[src/rtl/sle_pkg.sv]
// Shared constants and types for the serial line editor.
package sle_pkg;

   localparam int COUNT_W = 6;
   localparam int BYTE_W = 8;
   localparam int KIND_W = 2;
   localparam int LINE_CAPACITY_DEF = 48;

   localparam logic [COUNT_W-1:0] LIMIT_RESET = 6'd48;

   localparam logic [KIND_W-1:0] KIND_ECHO = 2'd0;
   localparam logic [KIND_W-1:0] KIND_LINE = 2'd1;
   localparam logic [KIND_W-1:0] KIND_END = 2'd2;

   localparam logic [BYTE_W-1:0] CHR_CTRL_C = 8'h03;
   localparam logic [BYTE_W-1:0] CHR_BS = 8'h08;
   localparam logic [BYTE_W-1:0] CHR_TAB = 8'h09;
   localparam logic [BYTE_W-1:0] CHR_LF = 8'h0A;
   localparam logic [BYTE_W-1:0] CHR_CR = 8'h0D;
   localparam logic [BYTE_W-1:0] CHR_ESC = 8'h1B;
   localparam logic [BYTE_W-1:0] CHR_SPACE = 8'h20;
   localparam logic [BYTE_W-1:0] CHR_UP = 8'h41;
   localparam logic [BYTE_W-1:0] CHR_DOWN = 8'h42;
   localparam logic [BYTE_W-1:0] CHR_RIGHT = 8'h43;
   localparam logic [BYTE_W-1:0] CHR_LEFT = 8'h44;
   localparam logic [BYTE_W-1:0] CHR_BRACKET = 8'h5B;
   localparam logic [BYTE_W-1:0] CHR_CARET = 8'h5E;

   typedef struct packed {
      logic wr_en;
      logic rd_en;
      logic [COUNT_W-1:0] wr_addr;
      logic [COUNT_W-1:0] rd_addr;
      logic [BYTE_W-1:0] wr_data;
   } store_req_type;

endpackage

[src/rtl/sle_line_store.sv]
// Line buffer memory with one write port and one registered read port.
module sle_line_store
   import sle_pkg::*;
#(
   parameter int LINE_CAPACITY = LINE_CAPACITY_DEF
) (
   input  logic clock,
   input  store_req_type store_req,
   output logic [BYTE_W-1:0] rd_data
);

   localparam int ADDR_W = $clog2(LINE_CAPACITY);

   logic [BYTE_W-1:0] mem [LINE_CAPACITY];
   logic [BYTE_W-1:0] rd_data_ff;

   always_ff @(posedge clock) begin
      if (store_req.wr_en) begin
         mem[store_req.wr_addr[ADDR_W-1:0]] <= store_req.wr_data;
      end
      if (store_req.rd_en) begin
         rd_data_ff <= mem[store_req.rd_addr[ADDR_W-1:0]];
      end
   end

   assign rd_data = rd_data_ff;

endmodule

[src/rtl/sle_sequencer.sv]
// Sequencer that edits the line, checks arrow keys and walks the buffer at line end.
module sle_sequencer
   import sle_pkg::*;
#(
   parameter int LINE_CAPACITY = LINE_CAPACITY_DEF
) (
   input  logic clock,
   input  logic reset,
   input  logic [COUNT_W-1:0] limit,
   input  logic req_valid,
   output logic req_stall,
   input  logic [BYTE_W-1:0] req_rx_byte,
   output logic rsp_valid,
   input  logic rsp_stall,
   output logic [KIND_W-1:0] rsp_out_kind,
   output logic [BYTE_W-1:0] rsp_out_byte,
   output logic [COUNT_W-1:0] rsp_line_length,
   output logic rsp_last,
   output store_req_type store_req,
   input  logic [BYTE_W-1:0] store_rdata
);

   localparam logic [COUNT_W-1:0] CAPACITY = COUNT_W'(LINE_CAPACITY);
   localparam logic [COUNT_W-1:0] ONE = COUNT_W'(1);
   localparam logic [COUNT_W-1:0] TWO = COUNT_W'(2);
   localparam logic [COUNT_W-1:0] THREE = COUNT_W'(3);

   typedef enum logic [3:0] {
      ST_IDLE,
      ST_ARW_A,
      ST_ARW_B,
      ST_ARW_C,
      ST_ECHO,
      ST_BS_1,
      ST_BS_2,
      ST_BS_3,
      ST_CARET,
      ST_CTRL_C,
      ST_SKIP_RD,
      ST_SKIP_CHK,
      ST_LINE_RD,
      ST_LINE_OUT,
      ST_END
   } state_type;

   state_type state_ff, state_in;
   logic [COUNT_W-1:0] count_ff, count_in;
   logic [COUNT_W-1:0] idx_ff, idx_in;
   logic [COUNT_W-1:0] len_ff, len_in;
   logic [BYTE_W-1:0] byte_ff, byte_in;
   logic [BYTE_W-1:0] first_ff, first_in;
   logic fin_ff, fin_in;
   logic rsp_valid_ff, rsp_valid_in;
   logic [KIND_W-1:0] kind_ff, kind_in;
   logic [BYTE_W-1:0] out_byte_ff, out_byte_in;
   logic [COUNT_W-1:0] out_len_ff, out_len_in;
   logic last_ff, last_in;

   logic can_load;
   logic arrow;
   logic [COUNT_W-1:0] new_count;
   logic is_store;

   assign can_load = !rsp_valid_ff || !rsp_stall;
   assign is_store = (req_rx_byte != CHR_TAB) && (req_rx_byte != CHR_CTRL_C) &&
                     (req_rx_byte != CHR_BS);

   always_comb begin
      arrow = (count_ff >= THREE) && (first_ff == CHR_ESC) && (store_rdata == CHR_BRACKET) &&
              (byte_ff inside {CHR_UP, CHR_DOWN, CHR_RIGHT, CHR_LEFT});
      new_count = arrow ? (count_ff - THREE) : count_ff;
   end

   always_comb begin
      store_req = '0;
      store_req.wr_addr = count_ff;
      store_req.wr_data = req_rx_byte;
      store_req.rd_addr = idx_ff;
      case (state_ff)
         ST_IDLE: begin
            store_req.wr_en = req_valid && is_store && (count_ff < CAPACITY);
         end
         ST_ARW_A: begin
            store_req.rd_en = (count_ff >= THREE);
            store_req.rd_addr = count_ff - THREE;
         end
         ST_ARW_B: begin
            store_req.rd_en = (count_ff >= THREE);
            store_req.rd_addr = count_ff - TWO;
         end
         ST_SKIP_RD: begin
            store_req.rd_en = (idx_ff != count_ff);
         end
         ST_LINE_RD: begin
            store_req.rd_en = 1'b1;
         end
         default: begin
            store_req.rd_en = 1'b0;
         end
      endcase
   end

   always_comb begin
      state_in = state_ff;
      count_in = count_ff;
      idx_in = idx_ff;
      len_in = len_ff;
      byte_in = byte_ff;
      first_in = first_ff;
      fin_in = fin_ff;
      rsp_valid_in = rsp_valid_ff && rsp_stall;
      kind_in = kind_ff;
      out_byte_in = out_byte_ff;
      out_len_in = out_len_ff;
      last_in = last_ff;
      case (state_ff)
         ST_IDLE: begin
            if (req_valid) begin
               byte_in = req_rx_byte;
               case (req_rx_byte)
                  CHR_TAB: begin
                     state_in = ST_IDLE;
                  end
                  CHR_CTRL_C: begin
                     count_in = '0;
                     state_in = ST_CARET;
                  end
                  CHR_BS: begin
                     if (count_ff != '0) begin
                        count_in = count_ff - ONE;
                        fin_in = (count_ff - ONE) >= limit;
                        state_in = ST_BS_1;
                     end
                  end
                  default: begin
                     if (count_ff < CAPACITY) begin
                        count_in = count_ff + ONE;
                     end
                     state_in = ST_ARW_A;
                  end
               endcase
            end
         end
         ST_ARW_A: begin
            state_in = ST_ARW_B;
         end
         ST_ARW_B: begin
            first_in = store_rdata;
            state_in = ST_ARW_C;
         end
         ST_ARW_C: begin
            count_in = new_count;
            fin_in = (new_count >= limit) || (byte_ff == CHR_CR) || (byte_ff == CHR_LF);
            idx_in = '0;
            if (!arrow && (byte_ff != CHR_ESC) && (byte_ff != CHR_BRACKET)) begin
               state_in = ST_ECHO;
            end else if (fin_in) begin
               state_in = ST_SKIP_RD;
            end else begin
               state_in = ST_IDLE;
            end
         end
         ST_ECHO: begin
            if (can_load) begin
               rsp_valid_in = 1'b1;
               kind_in = KIND_ECHO;
               out_byte_in = byte_ff;
               out_len_in = '0;
               last_in = !fin_ff;
               idx_in = '0;
               state_in = fin_ff ? ST_SKIP_RD : ST_IDLE;
            end
         end
         ST_BS_1, ST_BS_2, ST_BS_3: begin
            if (can_load) begin
               rsp_valid_in = 1'b1;
               kind_in = KIND_ECHO;
               out_byte_in = (state_ff == ST_BS_2) ? CHR_SPACE : CHR_BS;
               out_len_in = '0;
               last_in = (state_ff == ST_BS_3) && !fin_ff;
               idx_in = '0;
               case (state_ff)
                  ST_BS_1: state_in = ST_BS_2;
                  ST_BS_2: state_in = ST_BS_3;
                  default: state_in = fin_ff ? ST_SKIP_RD : ST_IDLE;
               endcase
            end
         end
         ST_CARET, ST_CTRL_C: begin
            if (can_load) begin
               rsp_valid_in = 1'b1;
               kind_in = KIND_ECHO;
               out_byte_in = (state_ff == ST_CARET) ? CHR_CARET : CHR_RIGHT;
               out_len_in = '0;
               last_in = 1'b0;
               idx_in = '0;
               state_in = (state_ff == ST_CARET) ? ST_CTRL_C : ST_SKIP_RD;
            end
         end
         ST_SKIP_RD: begin
            if (idx_ff == count_ff) begin
               len_in = count_ff - idx_ff + COUNT_W'(idx_ff != '0);
               state_in = ST_END;
            end else begin
               state_in = ST_SKIP_CHK;
            end
         end
         ST_SKIP_CHK: begin
            if (store_rdata == CHR_SPACE) begin
               idx_in = idx_ff + ONE;
               state_in = ST_SKIP_RD;
            end else begin
               len_in = count_ff - idx_ff + COUNT_W'(idx_ff != '0);
               state_in = ST_LINE_OUT;
            end
         end
         ST_LINE_RD: begin
            state_in = ST_LINE_OUT;
         end
         ST_LINE_OUT: begin
            if (can_load) begin
               rsp_valid_in = 1'b1;
               kind_in = KIND_LINE;
               out_byte_in = store_rdata;
               out_len_in = '0;
               last_in = 1'b0;
               idx_in = idx_ff + ONE;
               state_in = ((idx_ff + ONE) == count_ff) ? ST_END : ST_LINE_RD;
            end
         end
         ST_END: begin
            if (can_load) begin
               rsp_valid_in = 1'b1;
               kind_in = KIND_END;
               out_byte_in = '0;
               out_len_in = len_ff;
               last_in = 1'b1;
               count_in = '0;
               state_in = ST_IDLE;
            end
         end
         default: begin
            state_in = ST_IDLE;
         end
      endcase
   end

   always_ff @(posedge clock) begin
      if (reset) begin
         state_ff <= ST_IDLE;
         count_ff <= '0;
         rsp_valid_ff <= 1'b0;
      end else begin
         state_ff <= state_in;
         count_ff <= count_in;
         rsp_valid_ff <= rsp_valid_in;
      end
      idx_ff <= idx_in;
      len_ff <= len_in;
      byte_ff <= byte_in;
      first_ff <= first_in;
      fin_ff <= fin_in;
      kind_ff <= kind_in;
      out_byte_ff <= out_byte_in;
      out_len_ff <= out_len_in;
      last_ff <= last_in;
   end

   assign req_stall = (state_ff != ST_IDLE);
   assign rsp_valid = rsp_valid_ff;
   assign rsp_out_kind = kind_ff;
   assign rsp_out_byte = out_byte_ff;
   assign rsp_line_length = out_len_ff;
   assign rsp_last = last_ff;

endmodule

[src/rtl/serial_line_editor.sv]
// Serial line editor: console byte editing with echo and line delivery.
// A tab, or a backspace on an empty line, leaves the state idle; a backspace or Ctrl-C
// echoes from ST_BS_1 or ST_CARET, and other bytes pass ST_ARW_A to ST_ARW_C first.
// At line end, output stalls can hold the walk over the stored bytes and the end record.
// Rate is set by the sequencer's walk of the single registered read port of the buffer.
// Synchronous active-high reset empties the line and sets the limit to 48.
module serial_line_editor
   import sle_pkg::*;
#(
   parameter int LINE_CAPACITY = LINE_CAPACITY_DEF
) (
   input  logic clock,
   input  logic reset,
   input  logic req_valid,
   output logic req_stall,
   input  logic [BYTE_W-1:0] req_rx_byte,
   output logic rsp_valid,
   input  logic rsp_stall,
   output logic [KIND_W-1:0] rsp_out_kind,
   output logic [BYTE_W-1:0] rsp_out_byte,
   output logic [COUNT_W-1:0] rsp_line_length,
   output logic rsp_last,
   input  logic csr_valid,
   output logic csr_ready,
   input  logic [COUNT_W-1:0] csr_line_limit
);

   localparam logic [COUNT_W-1:0] CAPACITY = COUNT_W'(LINE_CAPACITY);

   logic [COUNT_W-1:0] limit_ff, limit_in;
   logic [COUNT_W-1:0] limit_eff;
   store_req_type store_req;
   logic [BYTE_W-1:0] store_rdata;

   assign csr_ready = 1'b1;

   always_comb begin
      limit_in = limit_ff;
      if (csr_valid) begin
         limit_in = csr_line_limit;
      end
      if (limit_ff == '0) begin
         limit_eff = COUNT_W'(1);
      end else if (limit_ff > CAPACITY) begin
         limit_eff = CAPACITY;
      end else begin
         limit_eff = limit_ff;
      end
   end

   always_ff @(posedge clock) begin
      if (reset) begin
         limit_ff <= LIMIT_RESET;
      end else begin
         limit_ff <= limit_in;
      end
   end

   sle_line_store #(
      .LINE_CAPACITY(LINE_CAPACITY)
   ) u_store (
      .clock(clock),
      .store_req(store_req),
      .rd_data(store_rdata)
   );

   sle_sequencer #(
      .LINE_CAPACITY(LINE_CAPACITY)
   ) u_seq (
      .clock(clock),
      .reset(reset),
      .limit(limit_eff),
      .req_valid(req_valid),
      .req_stall(req_stall),
      .req_rx_byte(req_rx_byte),
      .rsp_valid(rsp_valid),
      .rsp_stall(rsp_stall),
      .rsp_out_kind(rsp_out_kind),
      .rsp_out_byte(rsp_out_byte),
      .rsp_line_length(rsp_line_length),
      .rsp_last(rsp_last),
      .store_req(store_req),
      .store_rdata(store_rdata)
   );

endmodule
[config.mk]
export PLATFORM = sky130hd
export DESIGN_NAME = serial_line_editor
export DESIGN_NICKNAME = d
export VERILOG_FILES = /design/src/rtl/sle_pkg.sv /design/src/rtl/sle_line_store.sv /design/src/rtl/sle_sequencer.sv /design/src/rtl/serial_line_editor.sv
export SDC_FILE = /design/constraint.sdc
export NUM_CORES = 1
export LEC_CHECK = 0
export ABC_AREA = 1
export BUFFER_PORTS_ARGS = -buffer_cell sky130_fd_sc_hd__buf_2
export CORE_MARGIN = 2
export CORE_UTILIZATION = 55
export DETAILED_ROUTE_END_ITERATION = 7
export GPL_ROUTABILITY_DRIVEN = 0
export MAX_ROUTING_LAYER = met4
export PLACE_DENSITY = 0.74
export SKIP_LAST_GASP = 1
export SLEW_MARGIN = 20
export SYNTH_ARGS = -nofsm -noshare
export SYNTH_HDL_FRONTEND = slang
export SYNTH_SLANG_ARGS = --single-unit
[constraint.sdc]
create_clock -name clock -period 2.7 [get_ports clock]
set_input_delay 0.27 -clock clock [delete_from_list [all_inputs] [get_ports clock]]
set_output_delay 0.27 -clock clock [all_outputs]
set_load 0.05 [all_outputs]
Word-level counts from Yosys, hierarchy flattened
Memories as Yosys holds them, arrays and structs flattened. A register that Yosys moved wholly into a read port is not among the register bits.
Cells that the tools add are included.
{ "word_totals": {"wordCells": 188, "out_inout_bits": 20, "in_bits": 19, "register_bits": 63, "ramBits": 384, "n_memories": 1} }
{ "memory_table": {"columns": ["name", "words", "width", "read_ports", "rd_ports_with_merged_regs", "write_ports", "line_no", "text"], "rows": [
  ["u_store.mem", 48, 8, 1, 1, 1, "sle_line_store.sv:14", "logic [BYTE_W-1:0] mem [LINE_CAPACITY];"]
]} }
{ "op_classes": {"eq_ne": 51, "reduce_logical": 49, "mux": 62, "n_lt_le_gt_ge": 5, "n_addsub": 7} }
{ "ops": {"columns": ["cell", "count"], "rows": [
  ["6-bit 2-to-1 mux", 13],
  ["4-bit one-hot mux with 12 select lines", 1],
  ["8-bit by 7-bit == test with 1-bit output, second input constant", 5],
  ["4-bit 2-to-1 mux", 10],
  ["8-bit 2-to-1 mux", 5],
  ["8-bit one-hot mux with 5 select lines", 1],
  ["6-bit one-hot mux with 2 select lines", 3],
  ["6-bit one-hot mux with 3 select lines", 2],
  ["8-bit by 4-bit == test with 1-bit output, second input constant", 4],
  ["4-bit == test, second input constant", 7],
  ["6-bit one-hot mux with 4 select lines", 1],
  ["2-bit by 1-bit != test with 1-bit output, second input constant", 11],
  ["4-bit by 3-bit == test with 1-bit output, second input constant", 4],
  ["8-bit by 4-bit != test with 1-bit output, second input constant", 2],
  ["4-bit nonzero test", 4],
  ["6-bit by 1-bit adder with 6-bit output, second input constant", 2],
  ["6-bit == test", 2],
  ["6-bit >= comparator", 2],
  ["1-bit 2-to-1 mux", 12],
  ["4-bit one-hot mux with 3 select lines", 1],
  ["4-bit AND reduction", 3],
  ["6-bit AND reduction", 2],
  ["6-bit nonzero test", 2],
  ["6-bit by 2-bit subtractor with 6-bit output, second input constant", 2],
  ["other kinds (43)", 73]
]} }

Logic depth before layout (Yosys ltp)
Gate-level depths: netlist of run 1.
{ "logic_depth": {"depth_word": 11, "mapped_depth": 18, "mapped_depth_nobuf": 18} }

Modules after synthesis
A second synthesis of run 1 with hierarchy kept.
{ "hier_totals": {"hier_cells": 1910, "area_unflattened_um2": 20472.1} }
{ "modules_own_cells": {"columns": ["module", "area_per_inst_um2", "n_inst", "seq_area_each_um2", "cells_each"], "rows": [
  ["sle_line_store", 15912.8, 1, 11771.3, 1318],
  ["sle_sequencer", 4284.1, 1, 1601.5, 548],
  ["serial_line_editor", 275.3, 1, 120.1, 44]
]} }

Worst setup path before layout of run 1
No wires, ideal clock.
{ "synth_timing": {"path_kind": "reg-to-reg", "from": "register u_seq.count_ff[2]", "to": "register u_seq.state_ff[1]", "slack_ns": 0.089, "n_path_buf": 1, "period_less_slack_ns": 2.611, "path_stages_with_launch": 17, "setup_time_ns": 0.070, "required_time_ns": 2.630, "t_arrival_ns": 2.540, "cell_sequence": "dfxtp_1 -> buf_2 -> inv_1 -> ha_1 -> nand2_1 -> nand3_1 -> xor2_1 -> nand2_1 -> o21a_1 -> ha_1 -> nand2_1 -> or3_1 -> nand4_1 -> nand3_1 -> nand3_1 -> nand2_1 -> a21oi_1"} }
{ "synth_via": {"elab_chain_cells": 11, "elab_cells_between_ends": 21, "classes_between": "add/sub (1); order compare (2); eq/ne (2); mux (6); reduce/logical (10)"} }
{ "synth_lines": {"columns": ["element", "line_no", "text"], "rows": [
  ["start: declaration", "sle_sequencer.sv:47", "logic [COUNT_W-1:0] count_ff, count_in;"],
  ["start signal: assignment", "sle_sequencer.sv:255", "count_ff <= count_in;"],
  ["6-bit by 2-bit >= comparator with 1-bit output", "sle_sequencer.sv:69", "arrow = (count_ff >= THREE) && (first_ff == CHR_ESC) && (store_rdata == CHR_BRACKET) &&"],
  ["1-bit logical AND (3 in a row)", "sle_sequencer.sv:69", null],
  ["6-bit 2-to-1 mux", "sle_sequencer.sv:71", "new_count = arrow ? (count_ff - THREE) : count_ff;"],
  ["6-bit >= comparator", "sle_sequencer.sv:153", "fin_in = (new_count >= limit) || (byte_ff == CHR_CR) || (byte_ff == CHR_LF);"],
  ["1-bit logical OR (2 in a row)", "sle_sequencer.sv:153", null],
  ["4-bit 2-to-1 mux", "sle_sequencer.sv:157", "end else if (fin_in) begin"],
  ["4-bit 2-to-1 mux", "sle_sequencer.sv:155", "if (!arrow && (byte_ff != CHR_ESC) && (byte_ff != CHR_BRACKET)) begin"],
  ["4-bit one-hot mux with 12 select lines", "sle_sequencer.sv:116", "case (state_ff)"],
  ["end signal: assignment", "sle_sequencer.sv:254", "state_ff <= state_in;"],
  ["end: declaration", "sle_sequencer.sv:46", "state_type state_ff, state_in;"]
]} }
Parallel ways exist; a longest one is shown, timed or not. The select of a mux whose other input is x is not followed.
A chain may end at the register's enable or synchronous reset.

Worst setup path after layout of run 1
{ "layout_timing": {"from": "register u_store.rd_data_ff[7], in the netlist u_store.rd_data[7] (read register of u_store.mem)", "to": "register u_seq.state_ff[3]"} }
{ "layout_via": {"elab_chain_cells": 10, "elab_cells_between_ends": 13, "classes_between": "order compare (1); eq/ne (1); mux (4); reduce/logical (7)"} }
{ "layout_lines": {"columns": ["element", "line_no", "text"], "rows": [
  ["start: declaration", "sle_line_store.sv:15", "logic [BYTE_W-1:0] rd_data_ff;"],
  ["8-bit by 7-bit == test with 1-bit output (*)", "sle_sequencer.sv:69", null],
  ["1-bit logical AND (*) (2 in a row)", "sle_sequencer.sv:69", null],
  ["6-bit 2-to-1 mux", "sle_sequencer.sv:71", null],
  ["6-bit >= comparator", "sle_sequencer.sv:153", null],
  ["1-bit logical OR (2 in a row)", "sle_sequencer.sv:153", null],
  ["4-bit 2-to-1 mux", "sle_sequencer.sv:157", null],
  ["4-bit 2-to-1 mux (*)", "sle_sequencer.sv:155", null],
  ["4-bit one-hot mux with 12 select lines (*)", "sle_sequencer.sv:116", null]
]} }
Every way passes the cells marked *; elsewhere a longest branch is shown, timed or not.

==> Implementation_results.wiki, run 1 <==
{| class="wikitable"
! Metric !! Value
|-
| Via count of the first global-routing pass || 15500
|-
| Number of distinct standard cells referenced by the synthesized netlist || 46
|-
| Min cycle time layout || 2.76 ns
|-
| Effective utilization at floorplan || 55.6%
|-
| Max Cap Violations || 0
|-
| Clock Power Share || 21.6%
|-
| ANT nets after route || 0
|-
| Number of synthesis warnings || 0
|-
| Via count || 16000
|-
| Synthesized area per cell || 10.6 µm²
|-
| Power density relative to cell area || 1180 mW/mm²
|-
| Wire length of the first global-routing pass || 86.0 mm
|-
| Launching element type of the critical path || register
|-
| Post-synthesis adder-cell area fraction || 1.96%
|-
| Portion of the post-synthesis area used by sequential elements || 62.9%
|-
| Series of cell instances along the critical path || inv_2 -> nand4_1 -> nor4_2 -> nand3_1 -> nor2_1 -> buf_4 -> nand2_2 -> o21ai_2 -> inv_1 -> ha_1 -> nand2_2 -> or3_4 -> nand4_1 -> nand3_2 -> nand3_1 -> nand2_1 -> a21oi_1
|-
| I/O Buffers || 37
|-
| Maximum number of pins on one net before global-route repair || 78
|-
| Combinational share of power || 49.4%
|-
| Clock Root Buffer || sky130_fd_sc_hd__clkbuf_16
|-
| Number of storage elements in the synthesis netlist || 455
|-
| CP bufs+invs || 3
|-
| Number of buffers on the longest clock path || 3
|-
| Combinational family with the most area after synthesis || simple AND/OR/NAND/NOR gates
|-
| Number of top-level pins || 39
|-
| Layout Area Growth over Synthesis || 16.8%
|-
| Cell Count Post-Placement || 2630
|-
| Filler instances || 2855
|-
| Worst hold path depth || 3
|-
| Clock tree from TritonCTS || yes
|-
| Kind of cell adding the most delay to the critical path || simple AND/OR/NAND/NOR gates
|-
| TritonCTS sink count || 455
|-
| Final non-filler cell total || 2737
|-
| Worst path slowest cell || sky130_fd_sc_hd__edfxtp_1
|-
| Endpoint arrival time on the critical path || 3.29 ns
|-
| Crit path depth || 17
|-
| R2R depth || 17
|-
| HPWL after DPL || 35.8 mm
|-
| Data required time of the critical path || 3.22 ns
|-
| Leakage || 10.0 nW
|-
| TritonRoute pass-1 iters || 6
|-
| Maximum net fanout on the critical path || 8
|-
| Post-DR wirelength/cell || 20.6 µm
|-
| Net switching power || 12.5 mW
|-
| Endpoint kind of the worst setup timing path || register
|-
| Total Routed Length || 56.3 mm
|-
| Violations in the final reports || negative setup slack
|-
| Number of rows in the core area || 72
|-
| Number of max-slew violations in the final report || 0
|-
| Clk Latency, worst-skew pair || 0.59 ns
|-
| Horizontal die dimension || 201 µm
|-
| Max Fclk || 362 MHz
|-
| Synth Area in XOR/XNOR || 0.939%
|-
| Syn_nets || 2080
|-
| Post-Syn Instances || 2028
|-
| Die height || 201 µm
|-
| Mapped cell area || 0.0214 mm²
|-
| Clk slew on worst S/H paths || 0.06 ns
|-
| Worst-Margin Slew || 0.767 ns
|-
| DRC violations left || 0
|-
| Htree depth || 2
|-
| TritonCTS buffer count || 46
|-
| Total grt overflow || 0
|-
| Worst min-delay path category || input pin to register
|-
| Antenna cell count || 0
|-
| Internal power of the cells || 17.0 mW
|-
| Total power of the final layout || 29.5 mW
|-
| Switching part of the total || 42.4%
|-
| Final core utilization || 65.0%
|-
| Worst slew margin relative to its limit || 48.7%
|-
| Aggregate global-route resource usage || 28.4%
|-
| Layout cells sized above 1 || 14.9%
|-
| Number of antenna violations at the first check in global routing || 0
|-
| Initial DRC Count || 1835
|-
| Total of endpoints with negative setup slack in the final report || 3
|-
| Share of power burned in registers || 29.1%
|-
| Simple-gate portion of the synthesized area || 20.9%
|-
| Category of the most critical setup path || register to register
|-
| Status || complete, but fails checks
|-
| Largest stage delay on the critical path || 0.42 ns
|-
| Routed vias/inst || 5.84
|-
| Share of synthesized area spent on multiplexers || 0%
|-
| Worst clock skew on the final layout || 0.0180 ns
|-
| Hold violation total from the final report || 0
|-
| Fin crit share || 102%
|-
| Number of nets in the layout || 2235
|-
| Worst setup timing slack at the placement stage || -0.132 ns
|-
| Minimum setup slack in the final design || -0.0643 ns
|-
| Worst IR Drop VDD || 0.762 mV
|-
| Unrepaired setup endpoints after global routing || true
|-
| Die area || 0.0406 mm²
|-
| Core Box Area || 0.0386 mm²
|-
| Compound-Gate Fraction of Synth Area || 5.40%
|}
==> cells in the final DEF, fill, tap and decap left out, types with 4 or more instances in the layout <==
cell                            netlist  layout
sky130_fd_sc_hd__bufinv_16            0       5
sky130_fd_sc_hd__nand2_1            294     284
sky130_fd_sc_hd__nand3_2              1       4
sky130_fd_sc_hd__clkinv_2             0      11
sky130_fd_sc_hd__inv_1              289     281
sky130_fd_sc_hd__o21ai_2              0       4
sky130_fd_sc_hd__dlygate4sd3_1        0      12
sky130_fd_sc_hd__nand3b_1           120     120
sky130_fd_sc_hd__o21ai_0             43      39
sky130_fd_sc_hd__clkbuf_16            0      48
sky130_fd_sc_hd__nor3_1              14      13
sky130_fd_sc_hd__buf_2               58      37
sky130_fd_sc_hd__nor2_1             135     133
sky130_fd_sc_hd__buf_12               0      20
sky130_fd_sc_hd__xnor2_1              4       4
sky130_fd_sc_hd__edfxtp_1           438     438
sky130_fd_sc_hd__nand3_1            331     327
sky130_fd_sc_hd__o211ai_1            45      45
sky130_fd_sc_hd__inv_2                5      12
sky130_fd_sc_hd__o31ai_1              4       4
sky130_fd_sc_hd__o21ai_1             18      18
sky130_fd_sc_hd__ha_1                32      29
sky130_fd_sc_hd__a21oi_1             58      55
sky130_fd_sc_hd__xor2_1              19      17
sky130_fd_sc_hd__a21boi_0             6       6
sky130_fd_sc_hd__nor2_4               1       4
sky130_fd_sc_hd__clkbuf_1            18      13
sky130_fd_sc_hd__nand4_1             13      13
sky130_fd_sc_hd__nand2_2              3      10
sky130_fd_sc_hd__buf_4               12     135
sky130_fd_sc_hd__clkinv_1             1       7
sky130_fd_sc_hd__dfxtp_1             17      14
==> worst reg2reg max path, cell delays in order (launching register included) <==
cell,delay [ns]
sky130_fd_sc_hd__edfxtp_1,0.42
sky130_fd_sc_hd__inv_2,0.08
sky130_fd_sc_hd__nand4_1,0.09
sky130_fd_sc_hd__nor4_2,0.29
sky130_fd_sc_hd__nand3_1,0.12
sky130_fd_sc_hd__nor2_1,0.12
sky130_fd_sc_hd__buf_4,0.18
sky130_fd_sc_hd__nand2_2,0.06
sky130_fd_sc_hd__o21ai_2,0.07
sky130_fd_sc_hd__inv_1,0.06
sky130_fd_sc_hd__ha_1,0.28
sky130_fd_sc_hd__nand2_2,0.06
sky130_fd_sc_hd__or3_4,0.36
sky130_fd_sc_hd__nand4_1,0.13
sky130_fd_sc_hd__nand3_2,0.11
sky130_fd_sc_hd__nand3_1,0.08
sky130_fd_sc_hd__nand2_1,0.05
sky130_fd_sc_hd__a21oi_1,0.14
==> cell type report <==
type / count / area, µm² / area share, %
clock buffers: 60 / 1220 / 4.89
clock inverters: 24 / 256 / 1.02
inverters: 295 / 1110 / 4.43
multi-input cells: 1175 / 6480 / 25.9
flip-flops and latches: 455 / 13500 / 53.9
well taps: 518 / 648 / 2.59
repair buffers: 210 / 1840 / 7.33
==> path summary, 6_finish.rpt <==
kind | startpoint | to | slack, ns
worst max-delay path | u_store.rd_data[7] | u_seq.state_ff[3] | -0.06
worst min-delay path | csr_valid | limit_ff[0] | 0.03
worst max register to register | u_store.rd_data[7] | u_seq.state_ff[3] | -0.06
worst min register to register | u_seq.state_ff[2] | u_seq.state_ff[2] | 0.50
==> synth_stat cells, drive strengths merged <==
library cell,number,area (µm²)
nand2b,1,6.26
or3,1,6.26
a21oi,61,332
o21ai,61,305
a21boi,6,45.0
o22ai,3,25.0
nor2,140,543
buf,85,512
o221ai,1,8.76
o211ai,45,338
a211oi,4,35.0
xnor2,4,35.0
clkinv,1,3.75
nor3,14,70.1
o21a,3,22.5
xor2,19,166
nand4,13,81.3
nand2,300,1160
a221oi,2,17.5
inv,294,1100
conb,1,3.75
dfxtp,17,340
nand3,332,1670
nand3b,120,901
fa,1,20.0
or2,2,12.5
edfxtp,438,13200
o31ai,4,30.0
ha,32,400
nor4,5,31.3
clkbuf,18,67.6
==> sequential cells by signal (all words and copies together) (netlist names) <==
name,count
u_seq.idx_ff,6
u_store.rd_data,8
u_seq.fin_ff,1
u_seq.len_ff,6
u_seq.rsp_out_byte,8
u_seq.state_ff,4
u_seq.byte_ff,8
u_seq.rsp_valid,1
u_seq.rsp_line_length,6
u_seq.first_ff,8
u_seq.count_ff,6
u_seq.rsp_last,1
limit_ff,6
u_seq.rsp_out_kind,2
u_store.mem,384
==> stage by stage <==
step           setup TNS, ns  area, µm²  hold WS [ns]
2_1_floorplan              0      21400         0.369
3_3_place_gp         -0.0889      23100         0.483
3_5_place_dp           -1.51      23100         0.495
4_1_cts              -0.0153      24800       0.00632
5_1_grt               -0.570      25100        0.0442
6_report              -0.173      25100        0.0266
==> layer usage <==
metal  global-route usage (%)  share of wire, %
met5                        -                 0
met4                     10.4               3.9
met3                     4.86               9.0
met2                     45.7                48
met1                     36.4                39
==> power groups by stage <==
| stage | registers (mW) | logic, mW | clock network (mW) |
|---|---|---|---|
| after global routing | 8.60 | 15.7 | 6.69 |
| after floorplan | 8.71 | 8.79 | 0 |
| after global placement | 8.68 | 13.3 | 0 |
| final | 8.57 | 14.6 | 6.36 |
| after detailed placement | 8.70 | 13.6 | 0 |
| after CTS | 8.54 | 13.8 | 6.41 |
==> kinds of logic (layout without fill, tap and decap cells) <==
group / after synthesis / in the layout
buffers and inverters: 398 / 589
flip-flops: 455 / 455
adder cells (fa/ha/maj): 33 / 33
AO/OA/AOI/OAI: 190 / 190
XOR/XNOR: 23 / 23
AND/OR/NAND/NOR: 928 / 928
other: 1 / 1
==> repair_timing <==
item / CTS / global route
pin swaps: 12 / 15
hold buffers: 12 / 0
hold endpoints to repair: 11 / 0
gates cloned: 0 / 1
endpoints found under the setup margin: 5 / 215
resized for setup: 12 / 45
setup buffers: 6 / 4
(Power assumes the default switching activity.)
==> inputs of run 2 (changes only) <==
Settings changed: CAP_MARGIN set to 40, CORE_UTILIZATION 55 to 45, PLACE_DENSITY 0.74 to not set.
==> run 2 against run 1 <==
The flow still finishes with violations (negative setup slack). Wire length grew 2.3%. Largest cell class unchanged. Flip-flop and latch count stayed put. Clock skew grew 0.0079 ns. Hold slack gained 0.015 ns. Clock-buffer cell count up 2. Total power increased by 1.2%. Final area is 1.5% higher. Die area grew 22%. Global-route usage decreased by 4.2 points. Clock power is 6.3% higher.
==> Implementation_results.wiki, run 2 (same netlist as run 1, synthesis figures left out) <==
{| class="wikitable"
! Metric !! Value
|-
| Status || complete, but fails checks
|-
| Violations in the final reports || negative setup slack
|-
| Clock Root Buffer || sky130_fd_sc_hd__clkbuf_16
|-
| Htree depth || 2
|-
| Kind of cell adding the most delay to the critical path || simple AND/OR/NAND/NOR gates
|-
| Initial DRC Count || 1617
|-
| Post-DR wirelength/cell || 20.2 µm
|-
| Largest stage delay on the critical path || 0.48 ns
|-
| Horizontal die dimension || 222 µm
|-
| Clock Power Share || 22.7%
|-
| I/O Buffers || 37
|-
| Worst path slowest cell || sky130_fd_sc_hd__edfxtp_1
|-
| Number of rows in the core area || 79
|-
| Routed vias/inst || 5.46
|-
| Maximum net fanout on the critical path || 3
|-
| Worst min-delay path category || input pin to register
|-
| Layout Area Growth over Synthesis || 18.6%
|-
| Area of the multi-input gates || 0.00644 mm²
|-
| Max Cap Violations || 0
|-
| TritonCTS buffer count || 49
|-
| Clk slew on worst S/H paths || 0.06 ns
|-
| Category of the most critical setup path || register to register
|-
| Via count || 15600
|-
| Share of power burned in registers || 28.8%
|-
| Core Box Area || 0.0468 mm²
|-
| Number of max-slew violations in the final report || 0
|-
| Cell area after placement || 0.0233 mm²
|-
| Number of top-level pins || 39
|-
| Fin crit share || 102%
|-
| Data required time of the critical path || 3.22 ns
|-
| TritonRoute pass-1 iters || 6
|-
| Worst IR Drop VDD || 0.742 mV
|-
| Total of endpoints with negative setup slack in the final report || 2
|-
| Final non-filler cell area || 0.0254 mm²
|-
| Worst-Margin Slew || 0.708 ns
|-
| Minimum setup slack in the final design || -0.0505 ns
|-
| Via count of the first global-routing pass || 15400
|-
| Leading cell types in the layout, fill and taps excluded || sky130_fd_sc_hd__edfxtp_1 (438), sky130_fd_sc_hd__nand3_1 (327), sky130_fd_sc_hd__nand2_1 (288)
|-
| Clk Latency, worst-skew pair || 0.60 ns
|-
| Endpoint arrival time on the critical path || 3.27 ns
|-
| Switching part of the total || 41.4%
|-
| Aggregate global-route resource usage || 24.2%
|-
| Total Routed Length || 57.7 mm
|-
| Net switching power || 12.4 mW
|-
| Worst slew margin relative to its limit || 52.6%
|-
| Total grt overflow || 0
|-
| Most frequent standard cell in the layout excluding fill and tap cells || sky130_fd_sc_hd__edfxtp_1
|-
| Launching element type of the critical path || register
|-
| Max Fclk || 364 MHz
|-
| ANT nets after route || 0
|-
| Series of cell instances along the critical path || buf_6 -> nor3_2 -> nand4_1 -> nor2_2 -> nand3_4 -> buf_6 -> xor2_1 -> ha_1 -> nand2_1 -> or3_1 -> nand4_1 -> nand3_2 -> nand3_1 -> nand2_1 -> a21oi_1
|-
| Number of antenna violations at the first check in global routing || 0
|-
| Unrepaired setup endpoints after global routing || true
|-
| Combinational share of power || 48.6%
|-
| DRC violations left || 0
|-
| Layout cells sized above 1 || 15.6%
|-
| Clock tree from TritonCTS || yes
|-
| Area occupied by registers || 0.0135 mm²
|-
| Leakage || 10.2 nW
|-
| Antenna cell count || 0
|-
| Internal power of the cells || 17.5 mW
|-
| Hold violation total from the final report || 0
|-
| Endpoint kind of the worst setup timing path || register
|-
| Die height || 222 µm
|-
| Min cycle time layout || 2.75 ns
|-
| Wire length of the first global-routing pass || 89.2 mm
|-
| Fin Hold WS || 0.0420 ns
|-
| Effective utilization at floorplan || 45.9%
|-
| Final core utilization || 54.4%
|-
| Maximum number of pins on one net before global-route repair || 82
|-
| Number of buffers on the longest clock path || 3
|-
| Number of nets in the layout || 2262
|-
| Flip-flop count of the largest register after layout || 384
|-
| Filler instances || 4036
|-
| Power density relative to cell area || 1170 mW/mm²
|-
| TritonCTS sink count || 455
|-
| CP bufs+invs || 2
|-
| Die area || 0.0494 mm²
|-
| Worst clock skew on the final layout || 0.0259 ns
|-
| HPWL after DPL || 37.6 mm
|}
==> run 2: final timing paths <==
check	startpoint	endpoint	slack (ns)	cells after the start
max reg2reg	u_store.rd_data[7]	u_seq.state_ff[1]	-0.05	15
min reg2reg	limit_ff[1]	limit_ff[1]	0.53	2
max	u_store.rd_data[7]	u_seq.state_ff[1]	-0.05	15
min	csr_valid	limit_ff[1]	0.04	3
==> run 2: repair_timing <==
| action | 4_1_cts | 5_1_grt |
|---|---|---|
| setup endpoints to repair | 9 | 12 |
| setup buffers | 26 | 3 |
| pin swaps | 17 | 9 |
| endpoints found under the hold margin | 10 | 0 |
| gates cloned | 0 | 2 |
| hold buffers | 11 | 0 |
| resized for setup | 26 | 19 |
==> run 2: stage by stage <==
step	power (mW)	instances	setup slack (ns)	setup TNS [ns]
2_1_floorplan	17.5	2028	0.0894	0
3_3_place_gp	22.3	2727	-0.119	-6.13
3_5_place_dp	22.4	2727	-0.146	-4.34
4_1_cts	29.6	2854	-0.0678	-0.159
5_1_grt	31.6	2856	-0.219	-0.879
6_report	29.9	2856	-0.0505	-0.0839
==> run 2: routing by layer <==
metal  vias to the layer above  global-route usage (%)  wire length [µm]
li1                       7363                       -                 -
met1                      7574                    31.6             24400
met2                       539                    38.3             27600
met3                       108                    3.77              3770
met4                         0                    8.65              1890
met5                         -                       -                 0
==> run 2: area by class of cell <==
cell class	count	area share, %
Clock buffer	62	5.18
Tap cell	607	2.98
Multi-Input combinational cell	1175	25.3
Timing Repair Buffer	234	7.97
Sequential cell	455	53.0
Clock inverter	28	1.14
Inverter	295	4.37
==> run 2: tightest hold or removal path, stage by stage <==
cell and delay, ns:
sky130_fd_sc_hd__buf_2 0.15, sky130_fd_sc_hd__o21ai_0 0.10, sky130_fd_sc_hd__nor2_1 0.07
==> run 2: power by group through the flow <==
| stage | Clock [mW] | Combinational (mW) | Sequential (mW) |
|---|---|---|---|
| 3_3_place_gp | 0 | 13.6 | 8.71 |
| 5_1_grt | 7.17 | 15.8 | 8.61 |
| 3_5_place_dp | 0 | 13.6 | 8.72 |
| 2_1_floorplan | 0 | 8.79 | 8.71 |
| 6_report | 6.76 | 14.5 | 8.58 |
| 4_1_cts | 6.89 | 14.1 | 8.56 |
